**src/hdl/mtep_pkg.sv**
```systemverilog
`default_nettype none
package mtep_pkg;

    typedef struct packed {
        logic       track_start;
        logic [7:0] data_byte;
    } mtep_in_t;

    typedef struct packed {
        logic [2:0]  event_kind;
        logic [31:0] tick;
        logic [3:0]  channel;
        logic [6:0]  key_number;
        logic [6:0]  level;
        logic [13:0] bend;
        logic [8:0]  tempo_bpm;
        logic [7:0]  sig_numerator;
        logic [7:0]  sig_denominator_exp;
        logic [7:0]  clocks_per_click;
    } mtep_out_t;

    localparam logic [2:0] KIND_NOTE_START = 3'd0;
    localparam logic [2:0] KIND_NOTE_END   = 3'd1;
    localparam logic [2:0] KIND_CONTROLLER = 3'd2;
    localparam logic [2:0] KIND_PROGRAM    = 3'd3;
    localparam logic [2:0] KIND_BEND       = 3'd4;
    localparam logic [2:0] KIND_TEMPO      = 3'd5;
    localparam logic [2:0] KIND_TIME_SIG   = 3'd6;

    localparam logic [7:0]  META_TEMPO      = 8'h51;
    localparam logic [7:0]  META_TIME_SIG   = 8'h58;
    localparam logic [7:0]  META_END_TRACK  = 8'h2F;
    localparam logic [7:0]  STATUS_META     = 8'hFF;
    localparam logic [3:0]  CMD_NOTE_OFF    = 4'h8;
    localparam logic [3:0]  CMD_NOTE_ON     = 4'h9;
    localparam logic [3:0]  CMD_POLY        = 4'hA;
    localparam logic [3:0]  CMD_CONTROL     = 4'hB;
    localparam logic [3:0]  CMD_PROGRAM     = 4'hC;
    localparam logic [3:0]  CMD_CHAN_PRESS  = 4'hD;
    localparam logic [13:0] BEND_CENTER     = 14'h2000;
    localparam logic [25:0] TEMPO_DIVIDEND  = 26'd60000000;
    localparam logic [8:0]  BPM_MIN         = 9'd40;
    localparam logic [8:0]  BPM_MAX         = 9'd300;
    localparam logic [8:0]  BPM_DEFAULT     = 9'd100;

    // A decoded event passed from the front end to the back end.
    typedef struct packed {
        mtep_out_t  ev;
        logic       need_div;
        logic [23:0] divisor;
    } mtep_cmd_t;

endpackage
`default_nettype wire

```
**src/hdl/mtep_front.sv**
```systemverilog
`default_nettype none
module mtep_front
    import mtep_pkg::*;
#(
    parameter int TICK_BITS = 32
)
(
    input  wire logic      clk,
    input  wire logic      rst_n,
    input  wire mtep_in_t  in_word,
    input  wire logic      in_fire,
    output mtep_cmd_t      cmd,
    output logic           cmd_valid
);

    typedef enum logic [2:0] {
        PH_DELTA, PH_STATUS, PH_DATA2, PH_META_TYPE, PH_LEN, PH_BODY, PH_END
    } phase_t;

    phase_t               phase_reg, phase_next;
    logic [7:0]           status_reg, status_next;
    logic [TICK_BITS-1:0] tick_reg, tick_next;
    logic [31:0]          delta_reg, delta_next;
    logic [6:0]           first_reg, first_next;
    logic [7:0]           meta_reg, meta_next;
    logic [31:0]          skip_reg, skip_next;
    logic [23:0]          tempo_reg, tempo_next;
    logic [23:0]          sig_reg, sig_next;

    always_comb
    begin
        phase_t     ph;
        logic [7:0] st;
        logic [TICK_BITS-1:0] tk;
        logic [31:0] dl;
        logic [31:0] sk;
        logic [23:0] tp;
        logic [23:0] sg;
        logic [7:0] b;
        logic [6:0] d;
        logic [6:0] fd;
        logic [13:0] bv;
        logic       chan;
        logic       fin;
        ph = phase_reg; st = status_reg; tk = tick_reg; dl = delta_reg;
        fd = first_reg; sk = skip_reg; tp = tempo_reg; sg = sig_reg;
        meta_next = meta_reg;
        b = in_word.data_byte;
        d = b[6:0];
        bv = '0;
        chan = 1'b0;
        fin = 1'b0;
        cmd = '0;
        cmd_valid = 1'b0;
        if (in_word.track_start)
        begin
            ph = PH_DELTA; st = '0; tk = '0; dl = '0; fd = '0;
            meta_next = '0; sk = '0; tp = '0; sg = '0;
        end
        unique case (ph)
            PH_DELTA, PH_STATUS:
            begin
                if (ph == PH_STATUS && b[7])
                begin
                    if (b < 8'hF0)
                    begin
                        st = b;
                    end
                    else
                    begin
                        st = '0; sk = '0; tp = '0; sg = '0;
                        if (b == STATUS_META)
                        begin
                            ph = PH_META_TYPE;
                        end
                        else
                        begin
                            meta_next = '0;
                            ph = PH_LEN;
                        end
                    end
                end
                else if (ph == PH_DELTA || st == 8'd0)
                begin
                    dl = {dl[24:0], d};
                    if (!b[7])
                    begin
                        tk = tk + TICK_BITS'(dl);
                        dl = '0;
                        ph = PH_STATUS;
                    end
                end
                else
                begin
                    chan = 1'b1;
                end
            end
            PH_DATA2:
            begin
                chan = 1'b1;
            end
            PH_META_TYPE:
            begin
                meta_next = b;
                ph = (b == META_END_TRACK) ? PH_END : PH_LEN;
            end
            PH_LEN:
            begin
                sk = {sk[24:0], d};
                if (!b[7])
                begin
                    fd = '0;
                    if (sk == 32'd0)
                    begin
                        fin = 1'b1;
                    end
                    else
                    begin
                        ph = PH_BODY;
                    end
                end
            end
            PH_BODY:
            begin
                if (fd < 7'd3)
                begin
                    if (meta_next == META_TEMPO)
                    begin
                        tp = {tp[15:0], b};
                    end
                    else if (meta_next == META_TIME_SIG)
                    begin
                        unique case (fd[1:0])
                            2'd0:    sg[23:16] = sg[23:16] | b;
                            2'd1:    sg[15:8]  = sg[15:8] | b;
                            default: sg[7:0]   = sg[7:0] | b;
                        endcase
                    end
                    fd = fd + 7'd1;
                end
                sk = sk - 32'd1;
                if (sk == 32'd0)
                begin
                    fin = 1'b1;
                end
            end
            default:
            begin
            end
        endcase
        cmd.ev.tick = 32'(tk);
        if (chan)
        begin
            cmd.ev.channel = st[3:0];
            if (ph == PH_STATUS)
            begin
                if (st[7:4] == CMD_PROGRAM)
                begin
                    ph = PH_DELTA;
                    cmd_valid = 1'b1;
                    cmd.ev.event_kind = KIND_PROGRAM;
                    cmd.ev.key_number = d;
                end
                else if (st[7:4] == CMD_CHAN_PRESS)
                begin
                    ph = PH_DELTA;
                end
                else
                begin
                    fd = d;
                    ph = PH_DATA2;
                end
            end
            else
            begin
                ph = PH_DELTA;
                cmd_valid = 1'b1;
                cmd.ev.key_number = fd;
                if (st[7:4] == CMD_NOTE_OFF ||
                    ((st[7:4] == CMD_NOTE_ON || st[7:4] == CMD_POLY) && d == 7'd0))
                begin
                    cmd.ev.event_kind = KIND_NOTE_END;
                end
                else if (st[7:4] == CMD_NOTE_ON || st[7:4] == CMD_POLY)
                begin
                    cmd.ev.event_kind = KIND_NOTE_START;
                    cmd.ev.level = d;
                end
                else if (st[7:4] == CMD_CONTROL)
                begin
                    cmd.ev.event_kind = KIND_CONTROLLER;
                    cmd.ev.level = d;
                end
                else
                begin
                    cmd.ev.event_kind = KIND_BEND;
                    cmd.ev.key_number = '0;
                    bv = {d, fd};
                    cmd.ev.bend = bv - BEND_CENTER;
                end
            end
        end
        if (fin)
        begin
            ph = PH_DELTA;
            if (meta_next == META_TEMPO)
            begin
                cmd_valid = 1'b1;
                cmd.ev.event_kind = KIND_TEMPO;
                cmd.need_div = (tp != 24'd0);
                cmd.divisor = tp;
                cmd.ev.tempo_bpm = BPM_DEFAULT;
            end
            else if (meta_next == META_TIME_SIG)
            begin
                cmd_valid = 1'b1;
                cmd.ev.event_kind = KIND_TIME_SIG;
                cmd.ev.sig_numerator = sg[23:16];
                cmd.ev.sig_denominator_exp = sg[15:8];
                cmd.ev.clocks_per_click = sg[7:0];
            end
        end
        phase_next = ph; status_next = st; tick_next = tk; delta_next = dl;
        first_next = fd; skip_next = sk; tempo_next = tp; sig_next = sg;
        cmd_valid = cmd_valid & in_fire;
    end

    always_ff @(posedge clk or negedge rst_n)
    begin
        if (!rst_n)
        begin
            phase_reg  <= PH_DELTA;
            status_reg <= '0;
            tick_reg   <= '0;
            delta_reg  <= '0;
            first_reg  <= '0;
            meta_reg   <= '0;
            skip_reg   <= '0;
            tempo_reg  <= '0;
            sig_reg    <= '0;
        end
        else if (in_fire)
        begin
            phase_reg  <= phase_next;
            status_reg <= status_next;
            tick_reg   <= tick_next;
            delta_reg  <= delta_next;
            first_reg  <= first_next;
            meta_reg   <= meta_next;
            skip_reg   <= skip_next;
            tempo_reg  <= tempo_next;
            sig_reg    <= sig_next;
        end
    end

endmodule
`default_nettype wire

```
**src/hdl/mtep_queue.sv**
```systemverilog
`default_nettype none
module mtep_queue
    import mtep_pkg::*;
(
    input  wire logic      clk,
    input  wire logic      rst_n,
    input  wire mtep_cmd_t wr_data,
    input  wire logic      wr_en,
    output logic           almost_full,
    output mtep_cmd_t      rd_data,
    output logic           rd_valid,
    input  wire logic      rd_en
);

    localparam int DEPTH = 4;

    mtep_cmd_t  mem_reg [DEPTH];
    logic [1:0] wptr_reg, rptr_reg;
    logic [2:0] count_reg;

    assign rd_data     = mem_reg[rptr_reg];
    assign rd_valid    = (count_reg != 3'd0);
    assign almost_full = (count_reg >= 3'(DEPTH - 1));

    always_ff @(posedge clk)
    begin
        if (wr_en)
        begin
            mem_reg[wptr_reg] <= wr_data;
        end
    end

    always_ff @(posedge clk or negedge rst_n)
    begin
        if (!rst_n)
        begin
            wptr_reg  <= '0;
            rptr_reg  <= '0;
            count_reg <= '0;
        end
        else
        begin
            if (wr_en)
            begin
                wptr_reg <= wptr_reg + 2'd1;
            end
            if (rd_en)
            begin
                rptr_reg <= rptr_reg + 2'd1;
            end
            count_reg <= count_reg + 3'(wr_en) - 3'(rd_en);
        end
    end

endmodule
`default_nettype wire

```
**src/hdl/mtep_back.sv**
```systemverilog
`default_nettype none
module mtep_back
    import mtep_pkg::*;
(
    input  wire logic      clk,
    input  wire logic      rst_n,
    input  wire mtep_cmd_t cmd,
    input  wire logic      cmd_valid,
    output logic           cmd_take,
    output mtep_out_t      out_word,
    output logic           out_valid,
    input  wire logic      out_ready
);

    typedef enum logic [1:0] {S_IDLE, S_DIV, S_SHOW} state_t;

    state_t      state_reg;
    mtep_out_t   word_reg;
    logic [25:0] rem_reg;
    logic [25:0] quo_reg;
    logic [23:0] div_reg;
    logic [4:0]  cnt_reg;

    logic [26:0] trial;
    logic [25:0] quo_fin;

    assign trial    = {rem_reg, quo_reg[25]} - {3'd0, div_reg};
    assign quo_fin  = {quo_reg[24:0], !trial[26]};
    assign out_word = word_reg;
    assign out_valid = (state_reg == S_SHOW);
    assign cmd_take = cmd_valid && (state_reg == S_IDLE ||
                      (state_reg == S_SHOW && out_ready)) && !cmd.need_div
                      || cmd_valid && state_reg == S_IDLE;

    // Restoring division, one quotient bit a cycle.
    always_ff @(posedge clk or negedge rst_n)
    begin
        if (!rst_n)
        begin
            state_reg <= S_IDLE;
            word_reg  <= '0;
            rem_reg   <= '0;
            quo_reg   <= '0;
            div_reg   <= '0;
            cnt_reg   <= '0;
        end
        else
        begin
            unique case (state_reg)
                S_IDLE, S_SHOW:
                begin
                    if (state_reg == S_SHOW && out_ready && !cmd_take)
                    begin
                        state_reg <= S_IDLE;
                    end
                    if (cmd_take)
                    begin
                        word_reg <= cmd.ev;
                        if (cmd.need_div)
                        begin
                            state_reg <= S_DIV;
                            rem_reg   <= '0;
                            quo_reg   <= TEMPO_DIVIDEND;
                            div_reg   <= cmd.divisor;
                            cnt_reg   <= 5'd25;
                        end
                        else
                        begin
                            state_reg <= S_SHOW;
                        end
                    end
                end
                S_DIV:
                begin
                    if (!trial[26])
                    begin
                        rem_reg <= trial[25:0];
                    end
                    else
                    begin
                        rem_reg <= {rem_reg[24:0], quo_reg[25]};
                    end
                    quo_reg <= quo_fin;
                    cnt_reg <= cnt_reg - 5'd1;
                    if (cnt_reg == 5'd0)
                    begin
                        state_reg <= S_SHOW;
                        if (quo_fin >= 26'(BPM_MIN) && quo_fin <= 26'(BPM_MAX))
                        begin
                            word_reg.tempo_bpm <= quo_fin[8:0];
                        end
                    end
                end
                default:
                begin
                    state_reg <= S_IDLE;
                end
            endcase
        end
    end

endmodule
`default_nettype wire

```
**src/hdl/midi_track_event_parser.sv**
```systemverilog
// Channel  Direction  Handshake      Payload
// in       input      valid / ready  mtep_in_t  (track_start, data_byte)
// out      output     valid / ready  mtep_out_t (event fields)
// One byte is taken per cycle while the event queue has room.
// An event is written into the queue with its last byte, then registered in the back end before it leaves.
// A tempo event with a nonzero tempo value holds the back end in its bit-serial divider.
// Reset clears parse state, tick, queue and output register.
// When the queue nears full, in_ready drops until the back end drains it.
`default_nettype none
module midi_track_event_parser
    import mtep_pkg::*;
#(
    parameter int TICK_BITS = 32
)
(
    input  wire logic      clk,
    input  wire logic      rst_n,
    input  wire logic      in_valid,
    output logic           in_ready,
    input  wire mtep_in_t  in_data,
    output logic           out_valid,
    input  wire logic      out_ready,
    output mtep_out_t      out_data
);

    mtep_cmd_t f_cmd, q_cmd;
    logic      f_valid, q_valid, q_take, q_full, in_fire;

    assign in_ready = !q_full;
    assign in_fire  = in_valid && in_ready;

    mtep_front #(.TICK_BITS(TICK_BITS)) u_front (
        .clk(clk), .rst_n(rst_n), .in_word(in_data), .in_fire(in_fire),
        .cmd(f_cmd), .cmd_valid(f_valid)
    );

    mtep_queue u_queue (
        .clk(clk), .rst_n(rst_n), .wr_data(f_cmd), .wr_en(f_valid),
        .almost_full(q_full), .rd_data(q_cmd), .rd_valid(q_valid), .rd_en(q_take)
    );

    mtep_back u_back (
        .clk(clk), .rst_n(rst_n), .cmd(q_cmd), .cmd_valid(q_valid), .cmd_take(q_take),
        .out_word(out_data), .out_valid(out_valid), .out_ready(out_ready)
    );

endmodule
`default_nettype wire

```
**config.mk**
```make
export PLATFORM = sky130hd
export DESIGN_NAME = midi_track_event_parser
export DESIGN_NICKNAME = d
export VERILOG_FILES = /design/src/hdl/mtep_pkg.sv /design/src/hdl/mtep_front.sv /design/src/hdl/mtep_queue.sv /design/src/hdl/mtep_back.sv /design/src/hdl/midi_track_event_parser.sv
export SDC_FILE = /design/constraint.sdc
export NUM_CORES = 1
export LEC_CHECK = 0
export ABC_AREA = 1
export BUFFER_PORTS_ARGS = -buffer_cell sky130_fd_sc_hd__clkbuf_2
export CORE_UTILIZATION = 45
export DETAILED_ROUTE_END_ITERATION = 16
export SETUP_SLACK_MARGIN = 0.5
export SLEW_MARGIN = 20
export SYNTH_ARGS = -nofsm -noshare
export SYNTH_HDL_FRONTEND = slang
export SYNTH_SLANG_ARGS = --single-unit
```
**constraint.sdc**
```tcl
create_clock -name clk -period 9.1 [get_ports clk]
set_input_delay 1.82 -clock clk [delete_from_list [all_inputs] [get_ports clk]]
set_output_delay 1.82 -clock clk [all_outputs]
set_load 0.005 [all_outputs]
```
# After elaboration in Yosys (flattened, before gate mapping)
# Memories as Yosys holds them, arrays and structs flattened.
# Cells that the tools add are included.
dict set report totals {
  register_bits 360
  ramBits 500
  inputBits 13
  n_memories 1
}
# name words width rd rd_ports_with_merged_regs wr line_no
set mem_list {}
lappend mem_list {u_queue.mem_reg 4 125 1 0 1 mtep_queue.sv:17} ;# mtep_cmd_t mem_reg [DEPTH];
dict set report op_classes {
  addsub 10
  n_lt_le_gt_ge 5
  eq_ne 26
  n_mux 121
  bitwise 4
  reduce_logical 37
}
# cell count
set ops {}
lappend ops {{2-to-1 mux 32 bit} 14}
lappend ops {{2-to-1 mux 24 bit} 13}
lappend ops {{2-to-1 mux 26 bit} 5}
lappend ops {{one-hot mux 26 bit (2 select lines)} 2}
lappend ops {{2-to-1 mux 7 bit} 14}
lappend ops {{one-hot mux 24 bit (2 select lines)} 2}
lappend ops {{one-hot mux 32 bit (3 select lines)} 1}
lappend ops {{2-to-1 mux 8 bit} 11}
lappend ops {{logical NOT 32 bit} 2}
lappend ops {{2-to-1 mux 3 bit} 20}
lappend ops {{2-to-1 mux 58 bit} 1}
lappend ops {{2-to-1 mux 33 bit} 1}
lappend ops {{adder 32 bit} 1}
lappend ops {{equality test 8 x 7 -> 1 bit, second input constant} 4}
lappend ops {{subtractor 32 x 1 -> 32 bit, second input constant} 1}
lappend ops {{2-to-1 mux 14 bit} 2}
lappend ops {{2-to-1 mux 28 bit} 1}
lappend ops {{subtractor 27 x 24 -> 27 bit} 1}
lappend ops {{>= comparator 26 x 6 -> 1 bit, second input constant} 1}
lappend ops {{less-or-equal comparator 26 x 9 -> 1 bit, second input constant} 1}
lappend ops {{2-to-1 mux 25 bit} 1}
lappend ops {{equality test 4 bit, second input constant} 6}
lappend ops {{OR 8 bit} 3}
lappend ops {{nonzero test 24 bit} 1}
lappend ops {{other kinds (45)} 94}

# Logic depth before layout (Yosys ltp)
dict set report depth {
  depth_word 15
  ltp_mapped 26
  mapped_depth_nobuf 24
}

# Cells and area by module
# Synthesis repeated with hierarchy kept, for this count alone.
dict set report hier_totals {
  cells_unflattened 5285
  hier_area_um2 43803.3
}
# mod instances cells_each area_each_um2 seq_area_each_um2
set by_module_without_submodules {}
lappend by_module_without_submodules {mtep_queue 1 2000 21338.0 15189.6}
lappend by_module_without_submodules {mtep_front 1 2158 13460.4 4078.9}
lappend by_module_without_submodules {mtep_back 1 1124 8991.1 4579.4}
lappend by_module_without_submodules {midi_track_event_parser 1 3 13.8 0.0}

# Least setup slack after synthesis
# Ideal clock, no wire load.
dict set report synth_timing {
  path_type {in2reg}
  from {input in_data[8] (netlist name)}
  to {memory u_queue.mem_reg[0][0] (netlist name) (enable)}
  arrival_time_ns 8.537
  required_ns 8.506
  slack_ns -0.032
  stages 20
  path_cell_list {buf_6 > inv_6 > nand2_1 > ha_1 > nand2_1 > nor2_1 > nand2_1 > nor2_2 > nand3_1 > nand2_1 > nand2_1 > nor2_1 > nand2_1 > nor2_1 > nand2_1 > nand2_4 > nand2_1 > nand2_2 > nand2_2 > nor2_1}
}
dict set report synth_between {
  elab_chain_len 15
  word_cells_on_any_way 50
  classes_between {add/sub: 1; eq/ne: 9; mux: 32; bitwise: 1; reduce/logical: 7}
}
# element line_no
set synth_rtl {}
lappend synth_rtl {{start, declared} midi_track_event_parser.sv:20} ;# input wire mtep_in_t in_data,
lappend synth_rtl {{parallel branches: the longest is 11 deep, another holds subtractor 32 x 1 -> 32 bit} --}
lappend synth_rtl {{2-to-1 mux 1 bit *} mtep_front.sv:203} ;# if (fin)
lappend synth_rtl {{bitwise AND 1 bit *} mtep_front.sv:225} ;# cmd_valid = cmd_valid & in_fire;
lappend synth_rtl {{2-to-1 mux 1 bit *} mtep_queue.sv:27} ;# if (wr_en)
lappend synth_rtl {{2-to-1 mux 1 bit (not written as such) *} mtep_queue.sv:29} ;# mem_reg[wptr_reg] <= wr_data;
lappend synth_rtl {{end, declared} mtep_queue.sv:17}
# Every way passes the cells marked *.

# Final worst setup path
dict set report layout_timing {
  from {input in_data[8] (netlist name)}
  to {memory u_queue.mem_reg[3][100] (netlist name) (enable)}
}
# The elaborated chain is that of the path after synthesis.

==> impl_metrics.py <==
metrics = {
    "cts": {
        "insertion_delay_ps": 680,
        "cts_tree": "done",
        "cts.sink_count": 821,
        "number_of_clock_buffers_inserted_by_tritoncts": 90,
        "clock-root-buffer": "clkbuf_16",
        "postCtsSetupBuffers": 0,
        "htree_levels": 3,
        "ctsResizeCount": 0,
        "post_cts_hold_buffer_count": 0,
        "cts.path.max_buffers": 3,
        "clkTransAtPathRegs_ps": 70,
    },
    "yosys": {
        "synth_top_cell_by_area": "edfxtp_1",
        "yosys_register_bits": 821,
        "synth.cells.most_frequent": "817 x nor2_1, 805 x nand2_1, 468 x edfxtp_1, 463 x o21ai_0, 353 x dfrtp_1",
        "synth_warnings": 0,
        "synthTopCellsByArea": "edfxtp_1 35%, dfrtp_1 22%, nor2_1 7.7%",
        "syn_nets": 4443,
        "most_repeated_cell_in_the_gate_level_netlist_after_synthesis": "nor2_1",
        "synth-edff-count": 468,
        "postSynth.topFlopCell": "edfxtp_1",
        "fraction_of_registers_with_async_set_reset": 0.430,
        "combined_area_of_all_synthesized_cells_sq_um": 39600,
        "synth.avg_cell_area_sq_um": 9.09,
        "synth_top_cell_area_share": 0.355,
        "synth-seq-area-share": 0.578,
        "synth_cell_type_count": 57,
        "synthesis.instances": 4358,
    },
    "placement": {
        "hpwl_microns": 68000,
        "gp_congestion": 0.914,
        "numPortBuffers": 114,
        "dp_slack_ps": 2340,
    },
    "min_path": {
        "min_from": "u_front.status_reg[6]",
        "worst_hold_path_type": "flop to flop",
    },
    "flow_run": {
        "max_cap_violations": 0,
    },
    "floorplan": {
        "ios": 115,
        "fp.coreArea_sq_um": 87000,
        "row_count": 108,
        "die_h_microns": 299,
        "initial_utilization": 0.455,
        "dieArea_sq_um": 89300,
        "die_w_microns": 299,
    },
    "routing": {
        "antenna_left": 0,
        "drt_drc_violations_left": 0,
        "post_drt_via_cell_ratio": 5.41,
        "via_count": 30400,
        "drt_pass1_iterations": 6,
        "drtIter0Drc": 2673,
        "routedWlPerCell_microns": 18.9,
        "finalWirelength_microns": 106000,
    },
    "layout": {
        "multi_input_comb_area_sq_um": 14500,
        "drive_gt1_frac": 0.0947,
        "num-nets-final": 4474,
        "areaGrowthSynthToFinish_pct": 11.9,
        "area_used_by_sequential_logic_in_the_layout_sq_um": 22900,
        "largest_reg_flops": 468,
        "filler_cell_count": 8064,
    },
    "sta": {
        "max_freq_ghz": 0.163,
        "timing_hold_violations_final": 0,
        "finalCriticalPeriod_ps": 6130,
        "timing.final.ws_setup_ps": 2970,
        "grt_setup_unrepaired": "false",
        "final-setup-viol-count": 0,
        "timing.clock.skew_ps": 32.3,
        "timing_max_transition_violations_final": 0,
        "hold_ws_ps": 485,
        "setup_tns_ps": 0,
        "timing.final.crit_share": 0.674,
        "timing.slew.headroom": 0.305,
        "worstMarginPinSlew_ps": 1040,
    },
    "worst_setup_path": {
        "critical_path.max_fanout": 65,
        "critPathArrivalTime_ps": 6440,
        "critPathRequiredTime_ps": 9410,
        "critical_path_source_type": "input port",
        "r2r-start": "u_front.phase_reg[0]",
        "timing.setup.critical_path_class": "input port to flop",
        "critical_path_startpoint": "in_data[8]",
        "critPathCaptureType": "flop",
    },
    "grt": {
        "grt_start_max_net_pins": 105,
        "overflow": 0,
        "grt_pass1_vias": 28700,
        "grt_first_pass_wirelength_microns": 167000,
        "track_usage": 0.238,
        "antenna_found_initial": 0,
    },
    "outcome": {
        "run_status": "finished clean",
    },
    "power": {
        "intPower_w": 0.00859,
        "p_comb_frac": 0.384,
        "irDropWorstVdd_uv": 183,
        "clockPowerShare": 0.262,
        "power.density_nw_per_um2": 326,
        "power_leakage_nw": 18.1,
        "switching_share": 0.406,
        "power.net_switching_w": 0.00589,
        "seq_power_share": 0.353,
    },
}
## per-stage QoR
step | std cells | power [W] | instance area, sq um | util
global placement | 5452 | 0.0107 | 41200 | 0.473
finish | 5623 | 0.0145 | 44400 | 0.510
CTS | 5622 | 0.0146 | 44400 | 0.510
floorplan | 4358 | 0.00898 | 39600 | -
detailed placement | 5452 | 0.0108 | 41200 | 0.473
global route | 5622 | 0.0155 | 44400 | 0.510
## path summary, 6_finish.rpt
check / endpoint / slack [ps] / cells after the start
worst max-delay path: u_queue.mem_reg[3][100] / 2970 / 20
worst min-delay path: u_front.status_reg[6] / 480 / 2
worst max register to register: u_queue.mem_reg[3][100] / 4120 / 17
worst min register to register: u_front.status_reg[6] / 480 / 2
max in group asynchronous: u_queue.rptr_reg[0] / 6410 / 2
min in group asynchronous: u_back.out_word[62] / 1170 / 1
## layout make-up
cell class                      instances  share of cell area
Tap cell                             1155              0.0326
Timing Repair Buffer                  155              0.0217
Inverter                              367              0.0314
Clock buffer                          121              0.0568
Sequential cell                       821               0.516
Multi-Input combinational cell       2954               0.327
Antenna cell                            1           0.0000564
Clock inverter                         49              0.0144
## worst max-delay path: stages
cell and delay (ps):
clkbuf_2 140, inv_6 430, buf_4 700, nand2_1 240
nand2_1 150, nor2_1 70, nand2_1 80, nor2_1 70
nand3b_1 80, nand2_1 70, nor2_1 120, nand3_1 120
nor2_1 100, nand2_1 110, nand2_4 140, nand2_1 140
nand2_2 110, nand2_2 170, nor2_4 860, buf_4 540
## logic make-up (layout without fill, tap and decap cells)
family,Yosys count,in the layout,share of synthesized area
AND/OR/NAND/NOR,1897,1897,0.197
AO/OA/AOI/OAI,932,932,0.132
flip-flops,821,821,0.578
buffers and inverters,583,692,0.0579
adder cells (fa/ha/maj),72,72,0.0233
XOR/XNOR,46,46,0.0102
multiplexers,7,7,0.00196
other,0,1,0
## cell usage in the layout, fill, tap and decap left out, types with 113 or more instances in the layout
cell type / count
nor2_1: 809
nand2_1: 803
edfxtp_1: 468
o21ai_0: 463
dfrtp_1: 351
inv_1: 348
nand3_1: 136
a21oi_1: 131
a31oi_1: 114
clkbuf_2: 113
## power groups by stage
| stage | Clock (W) | Combinational [W] | Sequential, W |
|---|---|---|---|
| floorplan | 0 | 0.00400 | 0.00498 |
| global placement | 0 | 0.00552 | 0.00518 |
| detailed placement | 0 | 0.00558 | 0.00518 |
| CTS | 0.00387 | 0.00560 | 0.00512 |
| global route | 0.00401 | 0.00634 | 0.00518 |
| finish | 0.00380 | 0.00557 | 0.00511 |
## per-layer routing
layer / vias to the layer above / wire length, microns / global-route usage
met5: - / 0 / 0
met4: 0 / 2080 / 0.0549
met3: 154 / 5980 / 0.0343
met2: 782 / 48700 / 0.378
met1: 14700 / 49400 / 0.346
li1: 14800 / - / -
Note: power is estimated with default switching activity, not from simulation.
